===== src/lsos_pkg.sv =====
`timescale 1ns / 1ps
// ----------------------------------------------------------------------------
// lsos_pkg
// Shared types, constants and the arctangent table of the steering block.
// ----------------------------------------------------------------------------
package lsos_pkg;

	localparam int SQRT_STEPS = 24;

	localparam logic signed [27:0] PI_Q24         = 28'sd52707179;
	localparam logic signed [27:0] HALF_PI_Q24    = 28'sd26353589;
	localparam logic signed [27:0] QUARTER_PI_Q24 = 28'sd13176795;
	localparam logic signed [33:0] KINV_Q30       = 34'sd652032874;

	typedef enum logic [2:0] {
		REG_ANGLE_START  = 3'd0,
		REG_ANGLE_STEP   = 3'd1,
		REG_DETECT_RANGE = 3'd2,
		REG_HALF_WIDTH   = 3'd3,
		REG_BASE_SPEED   = 3'd4,
		REG_SLOW_GAIN    = 3'd5,
		REG_TURN_GAIN    = 3'd6,
		REG_SPEED_LIMIT  = 3'd7
	} reg_idx_t;

	typedef struct packed {
		logic signed [15:0] angle_start;
		logic signed [15:0] angle_step;
		logic [15:0]        detect_range;
		logic [15:0]        half_width;
		logic [13:0]        base_speed;
		logic [13:0]        slow_gain;
		logic [12:0]        turn_gain;
		logic [13:0]        speed_limit;
	} cfg_t;

	typedef enum logic [3:0] {
		ST_IDLE, ST_ANG, ST_CINIT, ST_ROT, ST_MUL, ST_CHK, ST_SEL, ST_SQINIT,
		ST_SQ, ST_AINIT, ST_ATAN, ST_PHI, ST_PROD, ST_OUT
	} state_t;

	typedef struct packed {
		logic       take;
		logic       ang;
		logic       cinit;
		logic       ainit;
		logic       citer;
		logic       cmul;
		logic       chk;
		logic       sel;
		logic       sqinit;
		logic       sqiter;
		logic       phi;
		logic       prod;
		logic       out_load;
		logic [4:0] step;
	} cmd_t;

	typedef struct packed {
		logic last;
		logic out_free;
	} sts_t;

	function automatic logic signed [27:0] atan_q24(input logic [4:0] i);
		logic signed [27:0] v;
		unique case (i)
			5'd0:  v = 28'sd13176795;
			5'd1:  v = 28'sd7778716;
			5'd2:  v = 28'sd4110060;
			5'd3:  v = 28'sd2086331;
			5'd4:  v = 28'sd1047214;
			5'd5:  v = 28'sd524117;
			5'd6:  v = 28'sd262123;
			5'd7:  v = 28'sd131069;
			5'd8:  v = 28'sd65536;
			5'd9:  v = 28'sd32768;
			5'd10: v = 28'sd16384;
			5'd11: v = 28'sd8192;
			5'd12: v = 28'sd4096;
			5'd13: v = 28'sd2048;
			5'd14: v = 28'sd1024;
			5'd15: v = 28'sd512;
			5'd16: v = 28'sd256;
			5'd17: v = 28'sd128;
			5'd18: v = 28'sd64;
			5'd19: v = 28'sd32;
			default: v = 28'sd0;
		endcase
		return v;
	endfunction

endpackage


===== src/lsos_ctrl.sv =====
`timescale 1ns / 1ps
// ----------------------------------------------------------------------------
// lsos_ctrl
// Sequencer for one ray and for the end-of-scan command computation.
// ----------------------------------------------------------------------------
module lsos_ctrl import lsos_pkg::*; #(
	parameter int CORDIC_STEPS = 14
) (
	input  logic clk,
	input  logic arst_n,
	input  logic s_tvalid,
	output logic s_tready,
	input  sts_t sts,
	output cmd_t cmd
);

	state_t     state_q, state_d;
	logic [4:0] cnt_q;
	logic       cdone, sdone, iter;

	assign cdone = (cnt_q == 5'(CORDIC_STEPS - 1));
	assign sdone = (cnt_q == 5'(SQRT_STEPS - 1));
	assign iter  = (state_q == ST_ROT) || (state_q == ST_SQ) || (state_q == ST_ATAN);

	always_comb begin
		state_d = state_q;
		unique case (state_q)
			ST_IDLE:   if (s_tvalid) state_d = ST_ANG;
			ST_ANG:    state_d = ST_CINIT;
			ST_CINIT:  state_d = ST_ROT;
			ST_ROT:    if (cdone) state_d = ST_MUL;
			ST_MUL:    state_d = ST_CHK;
			ST_CHK:    state_d = sts.last ? ST_SEL : ST_IDLE;
			ST_SEL:    state_d = ST_SQINIT;
			ST_SQINIT: state_d = ST_SQ;
			ST_SQ:     if (sdone) state_d = ST_AINIT;
			ST_AINIT:  state_d = ST_ATAN;
			ST_ATAN:   if (cdone) state_d = ST_PHI;
			ST_PHI:    state_d = ST_PROD;
			ST_PROD:   state_d = ST_OUT;
			ST_OUT:    if (sts.out_free) state_d = ST_IDLE;
			default:   state_d = ST_IDLE;
		endcase
	end

	always_comb begin
		s_tready     = (state_q == ST_IDLE);
		cmd          = '0;
		cmd.take     = s_tready && s_tvalid;
		cmd.ang      = (state_q == ST_ANG);
		cmd.cinit    = (state_q == ST_CINIT);
		cmd.ainit    = (state_q == ST_AINIT);
		cmd.citer    = (state_q == ST_ROT) || (state_q == ST_ATAN);
		cmd.cmul     = (state_q == ST_MUL);
		cmd.chk      = (state_q == ST_CHK);
		cmd.sel      = (state_q == ST_SEL);
		cmd.sqinit   = (state_q == ST_SQINIT);
		cmd.sqiter   = (state_q == ST_SQ);
		cmd.phi      = (state_q == ST_PHI);
		cmd.prod     = (state_q == ST_PROD);
		cmd.out_load = (state_q == ST_OUT) && sts.out_free;
		cmd.step     = cnt_q;
	end

	always_ff @(posedge clk or negedge arst_n) begin
		if (!arst_n) begin
			state_q <= ST_IDLE;
			cnt_q   <= '0;
		end else begin
			state_q <= state_d;
			cnt_q   <= (iter && (state_d == state_q)) ? cnt_q + 5'd1 : 5'd0;
		end
	end

	a_take: assert property (@(posedge clk) disable iff (!arst_n)
		cmd.take |=> state_q == ST_ANG)
		else $error("accepted beat did not start the angle step");
	a_cnt: assert property (@(posedge clk) disable iff (!arst_n)
		(state_q == ST_ROT || state_q == ST_ATAN) |-> cnt_q < 5'(CORDIC_STEPS))
		else $error("CORDIC step count overran");
	a_out: assert property (@(posedge clk) disable iff (!arst_n)
		cmd.out_load |-> sts.out_free && sts.last)
		else $error("result loaded into a full output register");

endmodule


===== config.mk =====
export PLATFORM = sky130hd
export DESIGN_NAME = lsos_ctrl
export DESIGN_NICKNAME = d
export VERILOG_FILES = /design/src/lsos_pkg.sv /design/src/lsos_ctrl.sv
export SDC_FILE = /design/constraint.sdc
export NUM_CORES = 1
export LEC_CHECK = 0
export BUFFER_PORTS_ARGS = -buffer_cell sky130_fd_sc_hd__buf_2
export CORE_UTILIZATION = 50
export CTS_CLUSTER_DIAMETER = 100
export DETAILED_ROUTE_END_ITERATION = 8
export PLACE_DENSITY = 0.8
export SLEW_MARGIN = 30
export SYNTH_ARGS = -nofsm -noshare
export SYNTH_HDL_FRONTEND = slang
export SYNTH_SLANG_ARGS = --single-unit

===== constraint.sdc =====
create_clock -name clk -period 3.7 [get_ports clk]
set_input_delay 0.185 -clock clk [delete_from_list [all_inputs] [get_ports clk]]
set_output_delay 0.185 -clock clk [all_outputs]
set_load 0.05 [all_outputs]

# After elaboration in Yosys (flattened, before gate mapping)
# Cells that the tools add are included.
[totals]
ff_bits = 9
in_bits = 5
out_inout_bits = 19
word_cells = 34
[op_classes]
addsub = 1
n_eq_ne = 16
muxes = 8
n_reduce_logical = 7
[ops]
columns = ["op", "count"]
rows = [
  ["$pmux W4 S14", 1],
  ["$eq A4 B4 Y1 const B", 6],
  ["$mux W4", 5],
  ["$eq A4 B3 Y1 const B", 4],
  ["$eq A4 B2 Y1 const B", 2],
  ["$add A5 B1 Y5 const B", 1],
  ["$eq A5 B4 Y1 const B", 1],
  ["$eq A5 B5 Y1 const B", 1],
  ["$mux W5", 1],
  ["$eq A4 B1 Y1 const B", 1],
  ["$eq A4 B4 Y1", 1],
  ["$logic_not A4 Y1", 1],
  ["$logic_and A1 B1 Y1", 3],
  ["$logic_or A1 B1 Y1", 3],
  ["$mux W3", 1],
]

# Longest topological paths before layout
[depth]
word_depth = 6
mapped_depth = 6
depth_no_buf = 6

# Worst setup path after synthesis
# OpenSTA, ideal clock, no wires.
[synth_path]
path_kind = "register to output"
start = "register state_q[0]"
end = "output port cmd[6] in the netlist's numbering"
t_arrival_ps = 2164
required_time_ps = 3515
slack_ps = 1351
path_stages_with_launch = 3
n_path_buf = 1
cell_sequence = "dfrtp_1 > buf_4 > nor4_1"
[synth_rtl]
columns = ["element", "line_no", "text"]
rows = [
  ["start, declared", "lsos_ctrl.sv:17", "state_t state_q, state_d;"],
  ["start signal, assigned", "lsos_ctrl.sv:70", "state_q <= state_d;"],
  ["end, declared", "lsos_ctrl.sv:14", "output cmd_t cmd"],
]

==> impl_metrics.csv <==
group,metric,value,unit
placement,dp_hpwl,1100,um
timing,finalSetupTns,0,ns
timing,worst_pin_slew,0.578,ns
pwr,p_sw_share,58.7,%
outcome,status,"finished, final reports clean",
timing,slew_headroom,61.5,%
timing,setup_viol,0,
finish,regArea,225,um^2
setup_path,endpoint_kind,"primary output",
global_routing,gr-usage-all-layers,23.7,%
drt,dr.first_iter.drc_count,18,
timing,period_share,51.8,%
worst_hold_path,hp-class,"primary input to async pin",
pwr,pwr-share-clk,11.2,%
clock_tree,ctsLongestPathBuffers,2,
global_routing,grt_pass1_wl,2420,um
die,dieArea,1460,um^2
synth,synth_mux_area_share,0,%
global_routing,grt_start_max_net_pins,17,
setup_path,critical_path_required,3.51,ns
clock_tree,clk-insertion-delay-late,0.27,ns
synth,netlist_instances,75,
pwr,seqPwrFrac,31.2,%
finish,n_antenna_cell,0,
drt,vias,633,
synth,ys_warn_count,0,
synth,synth_top_family_by_area,"simple AND/OR/NAND/NOR gates",
timing,skew,0.00804,ns
synth,synth_area,656,um^2
synth,synthSimpleGateAreaFrac,28.1,%
synth,synth_compound_area_share,20.6,%
synth,synthesis.nets,82,
clock_tree,cts_root_buf,"clkbuf_4",
timing,setup_slack,1.78,ns
synth,synth_cell_types,31,
pwr,p_leak,0.366,nW
finish,multiInputGateArea,379,um^2
job,drv_cap,0,
setup_path,worst_setup_path_start_kind,"flop",
synth,synth_area_per_cell,8.74,um^2
clock_tree,cts.sinks,9,
finish,syn_to_final_growth,20.8,%
timing,timing.fmax,522,MHz
placement,io_buffers,23,
die,pin_count,24,
placement,post-place-ws,2.10,ns
die,start_util,56.7,%
setup_path,crit_fanout,16,
timing,fin_crit,1.92,ns
clock_tree,cts_tree,"done",
synth,synth_fa_ha_area_share,3.82,%
pwr,power.switching,0.000404,W
pwr,ir_drop,432,uV
synth,ys_seq_area_share,34.4,%
setup_path,arrival,1.73,ns
synth,synthXorXnorAreaFrac,5.34,%
finish,layout-drive-gt1-share,32.7,%
clock_tree,h-tree-depth,1,
pwr,internal_power,0.000284,W
global_routing,antenna_found_initial,0,
drt,ant_nets,0,
drt,vias_per_cell,5.65,
finish,final.fill_count,94,
timing,rsz0062_at_grt,"false",
placement,routabilityCongestion,0.882,
die,rows,12,
drt,dr.pass1.iters,4,
setup_path,critPathKind,"flop to primary output",
die,fp.dieW,38.2,um
die,fp.coreArea,1160,um^2
global_routing,grt_pass1_vias,545,
clock_tree,clkTransAtPathRegs,0.07,ns
pwr,pwr-share-comb,57.6,%
global_routing,grt-ovfl-total,0,
synth,ys_ff_latch,9,
timing,drv_slew,0,
pwr,p_per_area,869,nW/um^2
clock_tree,numCtsBuffers,3,
drt,routed_wl,1480,um
finish,final_nets,106,
drt,wl_per_cell,13.2,um
timing,hold_viol_final,0,
die,die_h,38.2,um
drt,drc,0,
-- stage by stage --
stage               instances  cell area (um^2)  power [W]  util, %  hold WS [ns]
floorplan                  75               656   0.000542        -        -0.111
global placement          107               756   0.000602     65.4        0.0423
detailed placement        107               756   0.000609     65.4        0.0459
CTS                       112               792   0.000687     68.5         0.292
global route              112               792   0.000738     68.5         0.298
finish                    112               792   0.000688     68.5         0.293
-- layout make-up --
class	instances	area share, %
Timing Repair Buffer	24	15.8
Multi-Input combinational cell	56	47.9
Clock buffer	4	3.32
Sequential cell	9	28.4
Tap cell	14	2.21
Inverter	5	2.37
-- worst max-delay path, cell delays in order, from the launching register on --
cell	delay, ns
dfrtp_1	0.67
inv_1	0.22
nor4_1	0.27
buf_2	0.31
-- cell usage after synthesis, drive strengths merged --
master	count	area share, %
a21oi	2	1.5
nand2b	3	2.9
a221oi	2	3.6
nor2	9	5.2
a211oi	1	1.1
a41oi	1	2.5
inv	5	2.9
a32oi	1	4.2
nand2	4	2.3
xnor2	3	4.0
or2	1	0.95
nor3	10	7.6
and2	1	0.95
buf	3	3.6
nor4bb	1	1.5
nand3	3	2.3
clkbuf	2	1.3
a31oi	1	0.95
o21ai	5	4.4
o31ai	2	2.3
and4b	1	1.5
ha	2	3.8
xor2	1	1.3
nor4	2	2.9
dfrtp	9	34
-- logic make-up (layout without fill, tap and decap cells) --
family	after synthesis	after routing
xor gates and xnor gates	4	4
adders and majority gates	2	2
DFF	9	9
AOI/OAI and AO/OA	15	15
and+or+nand+nor	35	35
buffers and inverters	10	33
-- placed cells by master (no fill, tap or decap) --
| master | count |
|---|---|
| xnor2_1 | 3 |
| buf_2 | 23 |
| nand2b_1 | 3 |
| or2_2 | 1 |
| nand2_1 | 4 |
| nor4bb_1 | 1 |
| o31ai_1 | 2 |
| a32oi_4 | 1 |
| nor4_2 | 1 |
| dlygate4sd3_1 | 1 |
| nor2_1 | 9 |
| ha_1 | 2 |
| and2_1 | 1 |
| a221oi_1 | 1 |
| nor3_1 | 10 |
| clkbuf_1 | 1 |
| dfrtp_1 | 9 |
| a21oi_1 | 2 |
| a211oi_1 | 1 |
| and4b_1 | 1 |
| nand3_1 | 3 |
| a31oi_1 | 1 |
| a221oi_2 | 1 |
| nor4_1 | 1 |
| inv_1 | 5 |
| clkbuf_4 | 3 |
| a41oi_2 | 1 |
| xor2_1 | 1 |
| o21ai_2 | 1 |
| o21ai_0 | 4 |
-- per-layer routing --
layer	up-vias	part of all wire (%)	global-route usage, %
li1	314	-	-
met2	17	47	35.6
met4	0	0	5.36
met3	0	5.1	6.98
met5	-	0	0
met1	302	48	33.2
-- path summary, 6_finish.rpt --
kind | startpoint | endpoint | slack (ns) | depth (start not counted)
worst max-delay path | state_q[2]$_DFF_PN0_ | cmd[6] | 1.78 | 3
worst min-delay path | arst_n | state_q[2]$_DFF_PN0_ | 0.29 | 2
worst max register to register | cnt_q[0]$_DFF_PN0_ | cnt_q[3]$_DFF_PN0_ | 2.08 | 5
worst min register to register | cnt_q[0]$_DFF_PN0_ | cnt_q[0]$_DFF_PN0_ | 0.52 | 1
max in group asynchronous | arst_n | state_q[1]$_DFF_PN0_ | 3.23 | 2
min in group clk | s_tvalid | state_q[0]$_DFF_PN0_ | 0.31 | 4
-- power groups by stage --
stage | clock [W] | sequential (W) | combinational [W]
2_1_floorplan | 0 | 0.000182 | 0.000360
3_3_place_gp | 0 | 0.000212 | 0.000390
3_5_place_dp | 0 | 0.000215 | 0.000394
4_1_cts | 0.0000791 | 0.000212 | 0.000396
5_1_grt | 0.0000850 | 0.000223 | 0.000429
6_report | 0.0000772 | 0.000215 | 0.000396
-- what timing repair did --
action,CTS,global route
resized for setup,0,0
hold buffers,1,0
buffers inserted,0,0
hold endpoints to repair,9,0
-- state kept, by name (all words and copies together) (netlist names) --
register	cells
cnt_q	5
state_q	4
(Power assumes the default switching activity.)
